### config.mk
export PLATFORM = sky130hd
export DESIGN_NAME = plin_divider
export DESIGN_NICKNAME = d
export VERILOG_FILES = /design/src/rtl/core/plin_pkg.sv /design/src/rtl/core/plin_divider.sv
export SDC_FILE = /design/constraint.sdc
export NUM_CORES = 1
export LEC_CHECK = 0
export ABC_AREA = 1
export BUFFER_PORTS_ARGS = -buffer_cell sky130_fd_sc_hd__buf_2
export CAP_MARGIN = 20
export CORE_MARGIN = 2
export CORE_UTILIZATION = 40
export DETAILED_ROUTE_END_ITERATION = 8
export PLACE_DENSITY = 0.61
export SYNTH_ARGS = -nofsm -noshare
export SYNTH_HDL_FRONTEND = slang
export SYNTH_SLANG_ARGS = --single-unit
### constraint.sdc
create_clock -name clk -period 7.5 [get_ports clk]
set_input_delay 1.125 -clock clk [delete_from_list [all_inputs] [get_ports clk]]
set_output_delay 1.125 -clock clk [all_outputs]
set_load 0.01 [all_outputs]
### src/rtl/core/plin_pkg.sv
`timescale 1ns / 1ps
// ----------------------------------------------------------------------------
// plin_pkg: shared types and constants of the piecewise linear lookup
// Table geometry, field widths, item codes and the divider status struct.
// ----------------------------------------------------------------------------
package plin_pkg;

    localparam int PTS_MAX   = 64;                    // table depth
    localparam int ADDR_W    = $clog2(PTS_MAX);       // table address
    localparam int CNT_W     = $clog2(PTS_MAX + 1);   // scan count, holds PTS_MAX
    localparam int CFG_W     = 7;                     // points_in_use register
    localparam int IDX_FLD_W = 6;                     // point_index field
    localparam int DATA_W    = 32;                    // Q16.16 word
    localparam int ENTRY_W   = 2 * DATA_W;            // key and value together
    localparam int S_DATA_W  = 104;                   // input tdata, whole bytes
    localparam int DVD_W     = 2 * DATA_W;            // dividend width
    localparam int DSTEP_W   = $clog2(DVD_W + 1);     // divide step counter

    typedef enum logic {
        OP_LOAD  = 1'b0,
        OP_QUERY = 1'b1
    } op_t;

    typedef struct packed {
        logic busy;
        logic done;
    } div_status_t;

endpackage

### src/rtl/core/plin_divider.sv
`timescale 1ns / 1ps
// ----------------------------------------------------------------------------
// plin_divider: iterative unsigned restoring divider
// Divides a 64-bit dividend by a 32-bit divisor, one quotient bit per cycle.
// ----------------------------------------------------------------------------
module plin_divider (
    input  logic                          clk,
    input  logic                          rst_n,
    input  logic                          start,
    input  logic [plin_pkg::DVD_W-1:0]    dividend,
    input  logic [plin_pkg::DATA_W-1:0]   divisor,
    output logic [plin_pkg::DVD_W-1:0]    quotient,
    output plin_pkg::div_status_t         status
);
    import plin_pkg::*;

    logic [DVD_W-1:0]   quo_reg, quo_next;
    logic [DATA_W-1:0]  rem_reg, rem_next;
    logic [DATA_W-1:0]  dsr_reg, dsr_next;
    logic [DSTEP_W-1:0] step_reg, step_next;
    logic               busy_reg, busy_next;
    logic               done_reg, done_next;

    logic [DATA_W:0]    shifted;
    logic [DATA_W+1:0]  diff;

    always_comb
    begin
        shifted   = {rem_reg, quo_reg[DVD_W-1]};
        diff      = {1'b0, shifted} - {2'b00, dsr_reg};
        quo_next  = quo_reg;
        rem_next  = rem_reg;
        dsr_next  = dsr_reg;
        step_next = step_reg;
        busy_next = busy_reg;
        done_next = 1'b0;
        if (start)
        begin
            quo_next  = dividend;
            rem_next  = '0;
            dsr_next  = divisor;
            step_next = DSTEP_W'(DVD_W);
            busy_next = 1'b1;
        end
        else if (busy_reg)
        begin
            // keep the trial difference when it does not go negative
            if (!diff[DATA_W+1])
            begin
                rem_next = diff[DATA_W-1:0];
                quo_next = {quo_reg[DVD_W-2:0], 1'b1};
            end
            else
            begin
                rem_next = shifted[DATA_W-1:0];
                quo_next = {quo_reg[DVD_W-2:0], 1'b0};
            end
            step_next = step_reg - 1'b1;
            if (step_reg == DSTEP_W'(1))
            begin
                busy_next = 1'b0;
                done_next = 1'b1;
            end
        end
    end

    always_ff @(posedge clk or negedge rst_n)
    begin
        if (!rst_n)
        begin
            busy_reg <= 1'b0;
            done_reg <= 1'b0;
            step_reg <= '0;
        end
        else
        begin
            busy_reg <= busy_next;
            done_reg <= done_next;
            step_reg <= step_next;
        end
    end

    always_ff @(posedge clk)
    begin
        quo_reg <= quo_next;
        rem_reg <= rem_next;
        dsr_reg <= dsr_next;
    end

    assign quotient    = quo_reg;
    assign status.busy = busy_reg;
    assign status.done = done_reg;

endmodule

==> impl_metrics.ini <==
[layout]
regArea_sq_mm = 0.00375
fillers = 2033
nets = 1418
drive_above_1_share_pct = 17.9
n_antenna_cell = 0
area_growth_syn_to_layout_pct = 20.0
design_area_sq_mm = 0.00991
largest_reg_flops = 64
fin_cells = 1567
multi_input_area_sq_mm = 0.00368

[clock_tree]
cts_tree = done
cts.clk_slew.worst_paths_ns = 0.07
htreeDepth = 4
clock_sinks = 137
cts-hold-fix-buffers = 0
ctsResizeCount = 0
clockBufferDepth = 2
cts_buffers = 17
clockRootBuffer = clkbuf_16
clk_latency_ns = 0.44
cts_post_setup_buffers_inserted = 0

[setup_path]
critPathMaxStageDelay_ns = 0.69
crit_buf_inv = 4
worstSetupPathType = in -> reg
end_kind = flip-flop
worst_setup_path_start_kind = primary input
cpMaxStageDelayCell = buf_4
critPathTopFamily = buffers and inverters
worstPathCellList = buf_4, buf_4, inv_2, buf_12, nor2_1, a31oi_1
critPathRequiredTime_ns = 7.67
worstPathMaxFanout = 75
worst-endpoint-arrival_ns = 3.10
path_common_cell = buf_4

[power]
vdd.ir_drop.worst_mv = 0.164
sequentialPowerShare_pct = 31.0
switching_share_pct = 41.2
p_clk_share_pct = 25.9
fin_total_pwr_mw = 3.39
cellPowerDensity_mw_per_mm2 = 342
p_sw_mw = 1.40
comb_power_share_pct = 43.1
intPower_mw = 2.00
p_leak_nw = 5.37

[logic_synthesis]
synth.area.top_cells = edfxtp_1 (35%), nand2_1 (23%), dfxtp_1 (7.8%), inv_1 (7.6%), nand3_1 (5.2%)
synth_flop_cell = edfxtp_1
syn_area_per_cell_sq_um = 7.32
synth.largest_area_cell = edfxtp_1
yosys-top-cells-count = nand2_1 (501), inv_1 (167), edfxtp_1 (96)
synth_edf_count = 96
synth_cells = 1128
synth_top_area_share_pct = 34.9
async_flop_share_pct = 6.57
synth.cell_area_sq_mm = 0.00826
synth.ff_latch_count = 137
syn_nets = 1262
ys_types = 34
yosys_warnings = 0
yosysSeqAreaShare_pct = 45.4
synth_most_common_cell = nand2_1

[detailed_routing]
drt_iter0_markers = 428
final_antenna_net_count = 0
drt-met1-wl_um = 10000
wl_met2_um = 9810
drt-pass1-iter-count = 7
vias = 7424
wl_met3_um = 1350
drc = 0
routed_wirelength_um = 21500
highest_layer = met4
via_per_inst = 4.74
avgRoutedWirePerCell_um = 13.7

[global_routing]
antenna_found_initial = 0
grt_use_total_pct = 20.4
grt_max_degree = 76
grt_pass1_wl_um = 35400
grt_pass1_vias = 7099
grt_overflow = 0

[die]
start_util_pct = 40.8
core_area_sq_mm = 0.0202
io_pins = 165
rows = 52
floorplan.die.width_um = 148
die_y_um = 148
die-area_sq_mm = 0.0218

[place]
pre_cts_ws_ns = 4.08
io_buffers = 164
post_dp_cell_area_sq_mm = 0.00931
gp_congestion = 0.941
place_hpwl_um = 15800
dp_cells = 1535

[timing]
slew_headroom_pct = 40.3
rsz0062_at_grt = no
min_period_ns = 2.94
hold_viol = 0
finalCritPeriodShare_pct = 39.2
worst_slew_pin_slew_ns = 0.893
maxSlewViolCount = 0
tns_ns = 0
skew_ns = 0.0156
layout_setup_ws_ns = 4.56
fmax_ghz = 0.341
setup_violations = 0

[hold_path]
holdCritPathClass = reg -> reg

[run_status]
status = complete, no violations

[job]
cap_violations = 0
layout make-up:
class | instances | area share [%]
Sequential cell | 137 | 37.8
Multi-Input combinational cell | 781 | 37.2
Timing Repair Buffer | 168 | 8.73
Inverter | 179 | 6.78
Clock buffer | 18 | 4.33
Tap cell | 270 | 3.41
Clock inverter | 14 | 1.79
worst paths after layout:
| kind | start | endpoint | slack, ns | depth (start not counted) |
|---|---|---|---|---|
| hold / removal | rem_reg[17]$_SDFFE_PP0P_ | rem_reg[17]$_SDFFE_PP0P_ | 0.47 | 2 |
| min in group asynchronous | rst_n | step_reg[2]$_DFFE_PN0P_ | 0.53 | 1 |
| setup reg to reg | dsr_reg[19]$_DFFE_PP_ | rem_reg[18]$_SDFFE_PP0P_ | 4.73 | 13 |
| max in group asynchronous | rst_n | step_reg[4]$_DFFE_PN0P_ | 6.78 | 1 |
| hold reg to reg | rem_reg[17]$_SDFFE_PP0P_ | rem_reg[17]$_SDFFE_PP0P_ | 0.47 | 2 |
| setup / recovery | start | quotient[0]$_DFFE_PP_ | 4.56 | 6 |
cells by family (layout without fill, tap and decap cells):
logic type	Yosys count	count (layout)	synth area share, %
flip-flops	137	137	45.4
XOR/XNOR	15	15	1.59
AO/OA/AOI/OAI	43	43	2.79
buffers and inverters	210	379	10.1
AND/OR/NAND/NOR	688	688	34.7
adder cells (fa/ha/maj)	35	35	5.39
through the flow:
step / utilization [%] / hold WS, ns
floorplan: - / 0.443
CTS: 49.0 / 0.473
global route: 49.0 / 0.491
detailed placement: 46.0 / 0.460
finish: 49.0 / 0.471
global placement: 45.9 / 0.460
power by group through the flow:
stage	registers, mW	clock network, mW	logic [mW]
3_3_place_gp	1.07	0	1.44
4_1_cts	1.05	0.898	1.46
3_5_place_dp	1.06	0	1.46
6_report	1.05	0.879	1.46
2_1_floorplan	1.06	0	1.12
5_1_grt	1.07	0.926	1.67
tightest hold or removal path, cell delays in order (launching register included):
cell	delay (ns)
dfxtp_1	0.32
nand2_1	0.06
nand2_1	0.04
placed cells by master (no fill, tap or decap), types with 17 or more instances in the layout:
master     synthesis  layout
buf_2              6     163
nor2_1            48      47
nand3_1           86      86
dfxtp_1           32      32
nand3b_1          17      17
inv_1            167     166
edfxtp_1          96      96
ha_1              34      34
a21oi_1           21      21
clkbuf_16          0      17
nand2_1          501     501
routing by layer:
layer | vias to the layer above | GRT usage, %
met5 | - | 0
met4 | 0 | 5.43
met3 | 15 | 4.38
met2 | 218 | 33.3
met1 | 3356 | 27.7
li1 | 3835 | -
Power figures use the tool's default switching activity.
